`src/rtl/core/deque_with_remove_by_value_macros.svh`:
```
// ----------------------------------------------------------------------------
// deque macros
// assertion shorthands used by the deque top level
// ----------------------------------------------------------------------------
`ifndef DEQUE_WITH_REMOVE_BY_VALUE_MACROS_SVH
`define DEQUE_WITH_REMOVE_BY_VALUE_MACROS_SVH

// property sampled on clk_i, quiet while rst_ni is low
`define DWR_ASSERT(lbl, prop, msg) \
  lbl: assert property (@(posedge clk_i) disable iff (!rst_ni) (prop)) else $error(msg);

// next-cycle implication built on the plain form
`define DWR_ASSERT_NEXT(lbl, ante, cons, msg) \
  `DWR_ASSERT(lbl, (ante) |=> (cons), msg)

`endif

```
`src/rtl/core/dwr_pkg.sv`:
```
// ----------------------------------------------------------------------------
// dwr_pkg
// sizes, codes, types and word conversions for the deque
// ----------------------------------------------------------------------------
package dwr_pkg;

  localparam int unsigned CAPACITY   = 64;
  localparam int unsigned DATA_WIDTH = 32;
  localparam int unsigned CNT_W      = $clog2(CAPACITY + 1);
  localparam int unsigned LOG_N      = $clog2(CAPACITY);

  typedef logic [DATA_WIDTH-1:0] word_t;
  typedef logic [CAPACITY-1:0]   vec_t;
  typedef logic [CNT_W-1:0]      cnt_t;

  typedef enum logic [2:0] {
    ACT_PUSH_FRONT = 3'd0,
    ACT_PUSH_BACK  = 3'd1,
    ACT_POP_FRONT  = 3'd2,
    ACT_POP_BACK   = 3'd3,
    ACT_REMOVE     = 3'd4
  } action_e;

  typedef enum logic [1:0] {
    STS_DONE      = 2'd0,
    STS_EMPTY     = 2'd1,
    STS_NOT_FOUND = 2'd2,
    STS_FULL      = 2'd3
  } status_e;

  typedef enum logic [1:0] {
    CM_HOLD,
    CM_LOAD,
    CM_FROM_LEFT,
    CM_FROM_RIGHT
  } cell_mode_e;

  // removal choice handed from the picker to the top level
  typedef struct packed {
    logic found;
    vec_t sel;
    vec_t shift;
    vec_t last;
  } pick_t;

  // low bits of the sign-extended request value
  function automatic word_t to_word(logic [31:0] raw);
    logic signed [63:0] ext;
    ext = 64'(signed'(raw));
    return ext[DATA_WIDTH-1:0];
  endfunction

  // sign-extend a stored word back to the 32-bit result
  function automatic logic [31:0] word_to_out(word_t w);
    logic signed [DATA_WIDTH-1:0] s;
    logic signed [63:0]           ext;
    s   = w;
    ext = 64'(s);
    return ext[31:0];
  endfunction

endpackage

```
`src/rtl/core/dwr_cell.sv`:
```
// ----------------------------------------------------------------------------
// dwr_cell
// one deque entry: word register, neighbour shift and match compare
// ----------------------------------------------------------------------------
module dwr_cell (
  input  logic                clk_i,
  input  logic                cmp_en_i,
  input  logic                in_range_i,
  input  dwr_pkg::word_t      cmp_val_i,
  input  dwr_pkg::cell_mode_e mode_i,
  input  dwr_pkg::word_t      load_i,
  input  dwr_pkg::word_t      left_i,
  input  dwr_pkg::word_t      right_i,
  output dwr_pkg::word_t      data_o,
  output logic                match_o
);
  import dwr_pkg::*;

  word_t data_q, data_d;
  logic  match_q, match_d;

  always_comb begin
    unique case (mode_i)
      CM_LOAD:       data_d = load_i;
      CM_FROM_LEFT:  data_d = left_i;
      CM_FROM_RIGHT: data_d = right_i;
      default:       data_d = data_q;
    endcase
    match_d = cmp_en_i ? (in_range_i && (data_q == cmp_val_i)) : match_q;
  end

  always_ff @(posedge clk_i) begin
    data_q  <= data_d;
    match_q <= match_d;
  end

  assign data_o  = data_q;
  assign match_o = match_q;

endmodule

```
`config.mk`:
```
export PLATFORM = sky130hd
export DESIGN_NAME = dwr_cell
export DESIGN_NICKNAME = d
export VERILOG_FILES = /design/src/rtl/core/deque_with_remove_by_value_macros.svh /design/src/rtl/core/dwr_pkg.sv /design/src/rtl/core/dwr_cell.sv
export SDC_FILE = /design/constraint.sdc
export NUM_CORES = 1
export LEC_CHECK = 0
export BUFFER_PORTS_ARGS = -buffer_cell sky130_fd_sc_hd__buf_2
export CORE_MARGIN = 2
export CORE_UTILIZATION = 39
export DETAILED_ROUTE_END_ITERATION = 10
export GPL_TIMING_DRIVEN = 0
export PLACE_DENSITY = 0.81
export SYNTH_ARGS = -nofsm -noshare
export SYNTH_HDL_FRONTEND = slang
export SYNTH_SLANG_ARGS = --single-unit
export TNS_END_PERCENT = 50
```
`constraint.sdc`:
```
create_clock -name clk_i -period 1.7 [get_ports clk_i]
set_input_delay 0 -clock clk_i [delete_from_list [all_inputs] [get_ports clk_i]]
set_output_delay 0 -clock clk_i [all_outputs]
set_load 0.02 [all_outputs]
```
# --- After elaboration in Yosys (flattened, before gate mapping) ---
# Index checks and enable logic that the tools add are counted.
classes:
  n_reduce_logical: 2
  eq_ne: 4
  n_mux: 1
op_table:
  columns: ["cell", "count"]
  rows:
  - ["$pmux W32 S3", 1]
  - ["$eq A32 B32 Y1", 1]
  - ["$eq A2 B2 Y1 const B", 2]
  - ["$reduce_bool A3 Y1", 1]
  - ["$eq A2 B1 Y1 const B", 1]
  - ["$logic_and A1 B1 Y1", 1]
totals:
  output_inout_bits: 33
  wordCells: 9
  in_bits: 133
  register_bits: 33

# --- Depth between registers and ports, before layout ---
logic_depth:
  word_depth: 2
  mapped_depth: 4
  mapped_depth_nobuf: 4

# --- Least setup slack after synthesis ---
# No wires, ideal clock.
synth_timing:
  path_kind: "register -> register"
  startpoint: "reg data_q[5], in the netlist data_o[5]"
  endpoint: "reg match_q, in the netlist match_o, data pin"
  slack_ps: 336
  setup_ps: 150
  path_stages_with_launch: 5
  period_less_slack_ps: 1364
  required_time_ps: 1550
  t_arrival_ps: 1214
  cell_sequence: "edfxtp_1 xor2_1 nor4_1 nand4_1 nor3_2"
synth_between:
  elab_chain_len: 2
synth_lines:
  columns: ["item", "line_no", "rtl"]
  rows:
  - ["start, declared", "dwr_cell.sv:19", "word_t data_q, data_d;"]
  - ["start signal, assigned", "dwr_cell.sv:33", "data_q <= data_d;"]
  - ["$eq A32 B32 Y1", "dwr_cell.sv:29", "match_d = cmp_en_i ? (in_range_i && (data_q == cmp_val_i)) : match_q;"]
  - ["$logic_and A1 B1 Y1", "dwr_cell.sv:29", null]
  - ["end signal, assigned", "dwr_cell.sv:34", "match_q <= match_d;"]
  - ["end, declared", "dwr_cell.sv:20", "logic match_q, match_d;"]
# No other way between the ends.
# A chain may end at the register's enable or synchronous reset.

# --- Worst setup path after layout ---
layout_timing:
  startpoint: "reg data_q[28], in the netlist data_o[28]"
  endpoint: "reg match_q, in the netlist match_o, data pin"
# The elaborated chain is that of the path after synthesis.

==> run metrics <==
GPL Wtd Cong 0.8997; Antenna Diode Count 0; largest family of logic cells by synthesized area multiplexers; Residual DRC 0; Final Hold Fails 0; area grow syn2layout 49.47%; clk sinks 33; critical-path cell list xor2_1, nor4_1, nand4_1, nor3_2; fin worst setup slack 0.1220 ns; worst min-delay path startpoint load_i[25]; most area-consuming cells after synthesis edfxtp_1 49%, mux2i_1 16%, xor2_1 14%; die height 75.76 um; Post-Syn Area 0.002008 sq mm; largest net degree at the start of global routing 33; CP Data Arrival Time ~1.7 ns; leading area contributor after synthesis edfxtp_1; mux contribution to synthesized area approximately 16%; GRT Total Usage 20.17%; Nets between 400 and 500; Tmin final 1.578 ns; worst hold stages 3; Worst R2R Setup Slack 0.12 ns; grt peak-use layer met2; Place WS 0.1588 ns; placed cell area 0.002912 sq mm; DRT Wirelength 6016 um; grt ovf 0; Pins Over Slew Limit 0; Skew-Pair Late Insertion Delay 0.28 ns; Core Region 0.005042 sq mm; Leak 1.480 nW; Max stage delay on crit path between 0.4 and 0.5 ns; Pre-antenna DRT Iters 4; status complete, no violations; Setup crit end kind register; Total Power 0.002277 W; antenna viol nets, final 0; final setup TNS 0 ns; power per cell area 758.7 mW/mm^2; post-synthesis sequential area ratio 49.35%; M2 GR Usage a little over a third; Fill cells around 450; post-DR vias/cell ~4.8; Worst Tran Pin Value 0.7759 ns; post_cts resized 0; Register-to-Register Path Depth 4; Worst Path Required 1.83 ns; met1 usage 24.20%; cts bufs inserted 5; Synth Area in Compound Gates 7.975%; clock-pin slew on the worst setup and hold paths ~0.060 ns; max cap viols 0; post-CTS setup buffers 0; # IOs about 170; Yosys warnings 0; initial core utilization 39.83%; Final Util 59.53%; clk buf depth 2; num rows 26; layout cells sized above 1 49.02%; commonest non-fill, non-tap cell in the layout buf_2; Wirelength per Cell 14.09 um; IO Port Bufs 163; worst vdd ir 0.0004098 V; class of the most critical setup path register to register; Syn Nets between 300 and 400; RSZ-0062 raised after global routing false; first-pass GRT wire length 8500 um; commonest cells after routing, fill and taps aside 165 x buf_2, 33 x edfxtp_1, 32 x mux2i_1, 32 x nor2_1, 32 x a21oi_1; TritonCTS clock tree done; final setup vio count 0; post-synthesis cell type count 16; vias in the first global route 1,887; H-tree levels 2; CTS root buf clkbuf_8; cell area after layout approximately 0.0030 sq mm; vias a little over 2,000; hold endpoint data_o[25]; CP max-delay cell nor4_1; Synth top area share 49.35%; synthesized area per cell 10.86 sq um; Relative slew margins 48.27%; First DRT Iteration DRCs 97; clk_skew 0.003667 ns; Post-Synth XOR/XNOR Area 13.96%; met3 GRT Util 3.175%; Synth Area in Simple Gates approximately 10%; Worst Hold Class input port to register; Post-DP HPWL 4844 um; Syn Inst Count 185; final cycle utilization of the critical path slightly above 90%; Startpoint Class register; die area 0.005739 sq mm; Die Wd 75.76 um; Synth Area in Adders 0%; terminus of the critical flop-to-flop path match_o; Max Fclk 0.6337 GHz; critical path peak fanout 2; Reg-to-Reg Start data_o[28]; Yosys reg bits 33; initial antenna violation count 0; hold buffer count at CTS 1
==> state kept, by name, summed over array words and instances (netlist names) <==
signal / count
match_o: 1
data_o: 32
==> power by group <==
| group | internal [W] | leakage [nW] | switching, W |
|---|---|---|---|
| registers | 0.00101 | 0.333 | 0.0000628 |
| logic | 0.000292 | 1.11 | 0.000354 |
| clock network | 0.000291 | 0.0395 | 0.000266 |
| total | 0.00159 | 1.48 | 0.000683 |
==> cell type report <==
type | count | area [sq um] | area share (%)
multi-input combinational | 141 | 962.2 | 32.06
clock buffer | 8 | 80.08 | 2.668
buffer | 11 | 55.05 | 1.834
timing repair buffer | 164 | 825.8 | 27.51
sequential | 33 | 991.0 | 33.01
tap | 70 | 87.58 | 2.918
==> worst max path at each step <==
stage,start,end,slack (ns)
2_1_floorplan,data_o[5],match_o,0.34
3_3_place_gp,data_o[16],match_o,0.14
3_5_place_dp,data_o[15],match_o,0.16
4_1_cts,data_o[15],match_o,0.14
5_1_grt,data_o[11],match_o,0.1
6_report,data_o[28],match_o,0.12
==> stage by stage <==
| stage | cells | hold slack [ns] |
|---|---|---|
| detailed placement | 418 | 0.2064 |
| global placement | 418 | 0.2067 |
| floorplan | 185 | 0.1125 |
| global route | 427 | 0.04433 |
| finish | 427 | 0.04182 |
| CTS | 427 | 0.03436 |
==> synth_stat cells <==
cell type,instances
clkbuf_1,4
nor4_1,7
nor3_1,1
edfxtp_1,33
nor3_2,1
nand4_1,1
or2_2,1
buf_1,2
nor2_1,32
buf_2,2
buf_4,3
mux2i_1,32
xnor2_1,1
nand3_1,2
xor2_1,31
a21oi_1,32
==> cells by family (layout without fill, tap and decap cells) <==
logic type      Yosys count  count (layout)
flops                    33              33
mux                      32              32
buf+inv                  11             183
compound gates           32              32
xor+xnor                 32              32
simple gates             45              45
==> per-layer routing <==
layer | up-vias | routed length, um | share of wire [%]
li1 | 1006 | - | -
met1 | 930 | 2497 | 42
met2 | 90 | 3059 | 51
met3 | 12 | 324 | 5.4
met4 | 0 | 136 | 2.3
met5 | - | 0 | 0
==> critical path, delay by kind of cell, from the launching register on <==
| family | cells | cell delay (ns) |
|---|---|---|
| xor gates and xnor gates | 1 | 0.16 |
| and+or+nand+nor | 3 | 0.85 |
| DFF | 1 | 0.42 |
Power figures use the tool's default switching activity.
