**src/rtl/core/deque_with_remove_by_value_macros.svh**
```systemverilog
// ----------------------------------------------------------------------------
// deque macros
// assertion shorthands used by the deque top level
// ----------------------------------------------------------------------------
`ifndef DEQUE_WITH_REMOVE_BY_VALUE_MACROS_SVH
`define DEQUE_WITH_REMOVE_BY_VALUE_MACROS_SVH

// property sampled on clk_i, quiet while rst_ni is low
`define DWR_ASSERT(lbl, prop, msg) \
  lbl: assert property (@(posedge clk_i) disable iff (!rst_ni) (prop)) else $error(msg);

// next-cycle implication built on the plain form
`define DWR_ASSERT_NEXT(lbl, ante, cons, msg) \
  `DWR_ASSERT(lbl, (ante) |=> (cons), msg)

`endif

```
**src/rtl/core/dwr_pkg.sv**
```systemverilog
// ----------------------------------------------------------------------------
// dwr_pkg
// sizes, codes, types and word conversions for the deque
// ----------------------------------------------------------------------------
package dwr_pkg;

  localparam int unsigned CAPACITY   = 64;
  localparam int unsigned DATA_WIDTH = 32;
  localparam int unsigned CNT_W      = $clog2(CAPACITY + 1);
  localparam int unsigned LOG_N      = $clog2(CAPACITY);

  typedef logic [DATA_WIDTH-1:0] word_t;
  typedef logic [CAPACITY-1:0]   vec_t;
  typedef logic [CNT_W-1:0]      cnt_t;

  typedef enum logic [2:0] {
    ACT_PUSH_FRONT = 3'd0,
    ACT_PUSH_BACK  = 3'd1,
    ACT_POP_FRONT  = 3'd2,
    ACT_POP_BACK   = 3'd3,
    ACT_REMOVE     = 3'd4
  } action_e;

  typedef enum logic [1:0] {
    STS_DONE      = 2'd0,
    STS_EMPTY     = 2'd1,
    STS_NOT_FOUND = 2'd2,
    STS_FULL      = 2'd3
  } status_e;

  typedef enum logic [1:0] {
    CM_HOLD,
    CM_LOAD,
    CM_FROM_LEFT,
    CM_FROM_RIGHT
  } cell_mode_e;

  // removal choice handed from the picker to the top level
  typedef struct packed {
    logic found;
    vec_t sel;
    vec_t shift;
    vec_t last;
  } pick_t;

  // low bits of the sign-extended request value
  function automatic word_t to_word(logic [31:0] raw);
    logic signed [63:0] ext;
    ext = 64'(signed'(raw));
    return ext[DATA_WIDTH-1:0];
  endfunction

  // sign-extend a stored word back to the 32-bit result
  function automatic logic [31:0] word_to_out(word_t w);
    logic signed [DATA_WIDTH-1:0] s;
    logic signed [63:0]           ext;
    s   = w;
    ext = 64'(s);
    return ext[31:0];
  endfunction

endpackage

```
**src/rtl/core/dwr_pick.sv**
```systemverilog
// ----------------------------------------------------------------------------
// dwr_pick
// chooses the entry a removal takes and the cells that shift to fill the gap
// ----------------------------------------------------------------------------
module dwr_pick (
  input  dwr_pkg::vec_t  match_i,
  input  dwr_pkg::cnt_t  count_i,
  output dwr_pkg::pick_t pick_o
);
  import dwr_pkg::*;

  // set every bit at and above the lowest set bit, log-depth
  function automatic vec_t spread_up(vec_t v);
    vec_t p;
    p = v;
    for (int k = 0; k < LOG_N; k++) begin
      p = p | (p << (1 << k));
    end
    return p;
  endfunction

  vec_t last, first;
  logic back_hit;

  always_comb begin
    for (int i = 0; i < CAPACITY; i++) begin
      last[i] = (CNT_W'(i + 1) == count_i);
    end
    back_hit = |(match_i & last);
    // lowest match only
    first    = match_i & ~spread_up(match_i << 1);

    pick_o.last  = last;
    pick_o.found = |match_i;
    if (match_i[0]) begin
      pick_o.sel = vec_t'(1);
    end else if (back_hit) begin
      pick_o.sel = last;
    end else begin
      pick_o.sel = first;
    end
    pick_o.shift = spread_up(pick_o.sel);
  end

endmodule

```
**config.mk**
```make
export PLATFORM = sky130hd
export DESIGN_NAME = dwr_pick
export DESIGN_NICKNAME = d
export VERILOG_FILES = /design/src/rtl/core/deque_with_remove_by_value_macros.svh /design/src/rtl/core/dwr_pkg.sv /design/src/rtl/core/dwr_pick.sv
export SDC_FILE = /design/constraint.sdc
export NUM_CORES = 1
export LEC_CHECK = 0
export BUFFER_PORTS_ARGS = -buffer_cell sky130_fd_sc_hd__buf_2
export CORE_ASPECT_RATIO = 0.5
export CORE_MARGIN = 1
export CORE_UTILIZATION = 47
export DETAILED_ROUTE_END_ITERATION = 16
export PLACE_DENSITY = 0.93
export SLEW_MARGIN = 20
export SYNTH_ARGS = -nofsm -noshare
export SYNTH_HDL_FRONTEND = slang
export SYNTH_SLANG_ARGS = --single-unit
```
**constraint.sdc**
```tcl
create_clock -name vclk -period 4.23
set_input_delay 0.6345 -clock vclk [all_inputs]
set_output_delay 0.6345 -clock vclk [all_outputs]
set_load 0.02 [all_outputs]
```
==> results.txt, run 1 <==
Synth Net Count -> 845
IO buf count -> 264
CTS hold repair buffers -> 0
initial core utilization -> 48.6%
vias in the first global route -> 10600
Avg Cell Area, Syn -> 5.98 sq um
count of unique library cells instantiated by Yosys -> 88
Area after DPL -> 7140 sq um
Synth Instances -> 774
Die W -> 142 um
Row Count -> 25
Synthesis Warnings -> 0
Fail Step -> global routing (5_1_grt)
pin count of the biggest net entering global routing -> 44
status -> aborted with a tool error
GPL Wtd Cong -> 1.24
post-DP HPWL -> 22500 um
GRT overflow -> 8
first-pass GRT wire length -> 63900 um
Syn Std Cell Area -> 4630 sq um
Die Ht -> 72.2 um
Run Error -> [ERROR GRT-0116] Global routing finished with congestion. Check the congestion regions in the DRC Viewer.
Total Routing Usage GR -> 83.2%
I/O pin cnt -> 264
sequential area share after synthesis -> 0%
==> Yosys cell counts (all sizes together) (5+ instances only) <==
library cell	instances	area, sq um
a211oi	8	60.1
clkbuf	32	123
a21oi	48	240
nor2b	13	83.8
nor4bb	5	50.1
o22ai	6	37.5
a31oi	14	87.6
o211a	13	130
and3	14	87.6
nor4	21	144
o31ai	6	45.0
o211ai	9	67.6
nor3b	11	82.6
and4b	5	50.1
nand4bb	6	67.6
or4b	5	50.1
or3	12	75.1
nand4	15	93.8
nand2	75	282
mux2i	12	133
and3b	9	78.8
inv	21	83.8
mux2	5	63.8
or2	7	43.8
nor3	45	246
nand3b	15	116
or4	5	37.5
buf	38	235
a211o	5	43.8
nand2b	7	43.8
nor2	136	539
nand3	29	155
and2	8	50.1
o21ai	38	190
nand4b	9	78.8
==> what timing repair did <==
| action | 4_1_cts |
|---|---|
| cloned | 2 |
| gates resized for setup | 63 |
| setup buffers | 18 |
| endpoints found under the setup margin | 52 |
| pin swaps | 20 |
==> cells by family after synthesis <==
kind of cell           after synthesis  share of synthesized area (%)
multiplexers                        17                           4.25
buffers and inverters               92                           9.63
XOR/XNOR                             1                          0.189
AO/OA/AOI/OAI                      205                           31.4
AND/OR/NAND/NOR                    459                           54.6
==> through the flow <==
step / setup slack, ns / std cells / hold slack [ns]
3_3_place_gp: -0.267 / 1282 / 1.63
4_1_cts: -0.232 / 1302 / 1.64
3_5_place_dp: -0.480 / 1282 / 1.64
2_1_floorplan: 0.00115 / 774 / 1.42
==> metal layers <==
layer	overflow	track usage [%]
met1	0	83.9
met2	1	92.4
met3	3	77.5
met4	4	77.5
met5	0	58.4
==> run 2, diff against run 1 <==
--- a/config.mk
+++ b/config.mk
@@ -6,11 +6,10 @@
 export NUM_CORES = 1
 export LEC_CHECK = 0
 export BUFFER_PORTS_ARGS = -buffer_cell sky130_fd_sc_hd__buf_2
-export CORE_ASPECT_RATIO = 0.5
 export CORE_MARGIN = 1
-export CORE_UTILIZATION = 47
+export CORE_UTILIZATION = 35
 export DETAILED_ROUTE_END_ITERATION = 16
-export PLACE_DENSITY = 0.93
+export PLACE_DENSITY_LB_ADDON = 0.15
 export SLEW_MARGIN = 20
 export SYNTH_ARGS = -nofsm -noshare
 export SYNTH_HDL_FRONTEND = slang
==> run 2 against run 1 <==
  * The flow now finishes, with violations (negative setup slack)
  * Synthesized cell count unchanged
  * Synthesized area unchanged
==> results.txt, run 2 <==
Worst path slowest cell -> or4b_4
Die Ht -> 117 um (+62%)
Worst setup EP type -> output port
DR vias -> 8467
Synth Net Count -> 845 (unchanged)
top cell type's share of synthesized area -> 10.7% (unchanged)
leading cell type in the layout, fill and taps excluded -> buf_4
first-pass iteration count of the detailed router -> 5
Post-Place Worst Slack -> -0.441 ns (+0.0382 ns)
setup ws final -> -0.243 ns
Total Routing Usage GR -> 41.9%
count of unique library cells instantiated by Yosys -> 88 (unchanged)
total power -> 975 uW
fin crit period -> 4.47 ns
number of fill cells -> 1202
Final Max Tran Viols -> 0
GRT overflow -> 0
Top delay family on crit path -> simple AND/OR/NAND/NOR gates
diodes inserted -> 0
worst vdd ir -> 63.0 uV
Sw Pwr -> 541 uW
seq_cells -> 0
top-count cell post-synth -> nor2_1
pin count of the biggest net entering global routing -> 47
initial antenna violation count -> 0
RSZ-0062 raised after global routing -> true
post-route insts no fill -> 1410
CTS hold repair buffers -> 0 (unchanged)
Synthesis Warnings -> 0 (unchanged)
post-DP HPWL -> 23400 um (+3.8%)
DR iter-0 viols -> 972
Hold Fails Final Rpt -> 0
Rel. slew slack -> 58.9%
Worst Hold Class -> primary input to output port
area leader, netlist -> nor2_1
worst path required time -> 3.60 ns
commonest cells in the netlist -> nor2_1 (132), nand2_1 (75), a21oi_1 (48)
CP max FO -> 10
Final nets -> 1311
area delta synth->final -> 89.9%
Core Region -> 12800 sq um
startpoint class of the critical path -> primary input
CP most frequent cell -> nand3_2
wire per inst -> 21.4 um
Leakage -> 0.00416 uW
Power Internal -> 434 uW
status -> finished, violations left
Sw Ratio -> 55.5%
Row Count -> 41 (+64%)
Least-Margin Pin Slew -> 0.616 ns
# clk buffers -> 0
layout cell share with drive strength beyond 1 -> 51.9%
Final ANT Viol Nets -> 0
Detailed Route WL -> 30200 um
Clock power frac -> 0%
commonest cells after routing, fill and taps aside -> buf_4 (240), buf_2 (227), nor2_1 (130)
GPL Wtd Cong -> 1.03 (-17%)
DRC viols -> 0
Synth Instances -> 774 (unchanged)
max_cap viols -> 0
post-DR vias/cell -> 6.00
critical path cell sequence -> buf_12, buf_16, and4b_2, nand3_2, nand4_1, a2111oi_4, nand3_2, buf_6, nor2_4, mux2i_2, nand3_2, nor2_8, inv_4, and4b_2, or4b_4, buf_6
area occupied by registers -> 0 sq um
die area -> 13700 sq um
Die W -> 117 um (-18%)
vias in the first global route -> 7570
Setup Crit Path Kind -> primary input to output port
I/O pin cnt -> 264 (unchanged)
sequential area share after synthesis -> 0% (unchanged)
Max stage delay on crit path -> 0.48 ns
crit path DAT -> 3.84 ns
Inst Count DP -> 1367 (+6.6%)
IO buf count -> 264 (unchanged)
initial core utilization -> 36.2% (-12 points)
failing checks -> negative setup slack
Syn Std Cell Area -> 4630 sq um (unchanged)
Fmax -> 224 MHz
Reg power frac -> 0%
Comb power frac -> 100.0%
first-pass GRT wire length -> 43300 um
Avg Cell Area, Syn -> 5.98 sq um (unchanged)
Finish-stage setup viols -> 25
combined area of the multi-input logic cells -> 4690 sq um
final worst-path cycle share -> 106%
crit path buf inv count -> 5
synth top area cells -> nor2_1 (11%), nand2_1 (6.1%), a21oi_1 (5.2%)
total power divided by cell area -> 111 nW/um^2
[run 2: cell counts after synthesis]
Identical to the previous run, type by type.
[run 2: timing repair]
item	4_1_cts	5_1_grt
buffers inserted	30	16
cloned	2	0
endpoints found under the hold margin	0	0
endpoints found under the setup margin	48	50
pin swaps	32	27
gates resized for setup	131	88
[run 2: area by class of cell]
class | count | area share [%]
well taps | 172 | 2.45
repair buffers | 534 | 43.2
inverters | 22 | 1.03
multi-input cells | 682 | 53.3
[run 2: routing by layer]
layer	wire, um	global-route usage (%)	share of wire [%]	up-vias
li1	-	-	-	3857
met1	12000	54.2	40	3907
met2	13400	67.9	44	597
met3	2880	5.51	9.5	106
met4	1900	22.4	6.3	0
met5	0	0	0	-
[run 2: final timing paths]
check	start	end	slack, ns	cells after the start
max	count_i[0]	pick_o[126]	-0.24	16
min	match_i[7]	pick_o[135]	1.64	3
[run 2: kinds of logic after synthesis]
logic type	share of synthesized area, %
and+or+nand+nor	54.6
AOI/OAI and AO/OA	31.4
buffers and inverters	9.63
muxes	4.25
xor gates and xnor gates	0.189
[run 2: tightest hold or removal path: cells and delay by family]
kind | cells | cell delay [ns]
compound gates | 1 | 0.10
buf+inv | 2 | 0.27
[run 2: per-stage QoR]
step	instance area [sq um]	hold WS (ns)	utilization (%)	TNS, ns
2_1_floorplan	4650	1.42	-	0
6_report	8780	1.64	68.8	-2.81
3_3_place_gp	7570	1.64	59.3	-12.37
4_1_cts	8340	1.63	65.3	-4.02
5_1_grt	8780	1.66	68.8	-5.91
3_5_place_dp	7570	1.63	59.3	-13.84
[run 2: power by group through the flow]
stage	combinational, uW	sequential [uW]	clock (uW)
3_3_place_gp	767	0	0
2_1_floorplan	390	0	0
6_report	975	0	0
4_1_cts	889	0	0
5_1_grt	1020	0	0
3_5_place_dp	766	0	0
(Power assumes the default switching activity.)
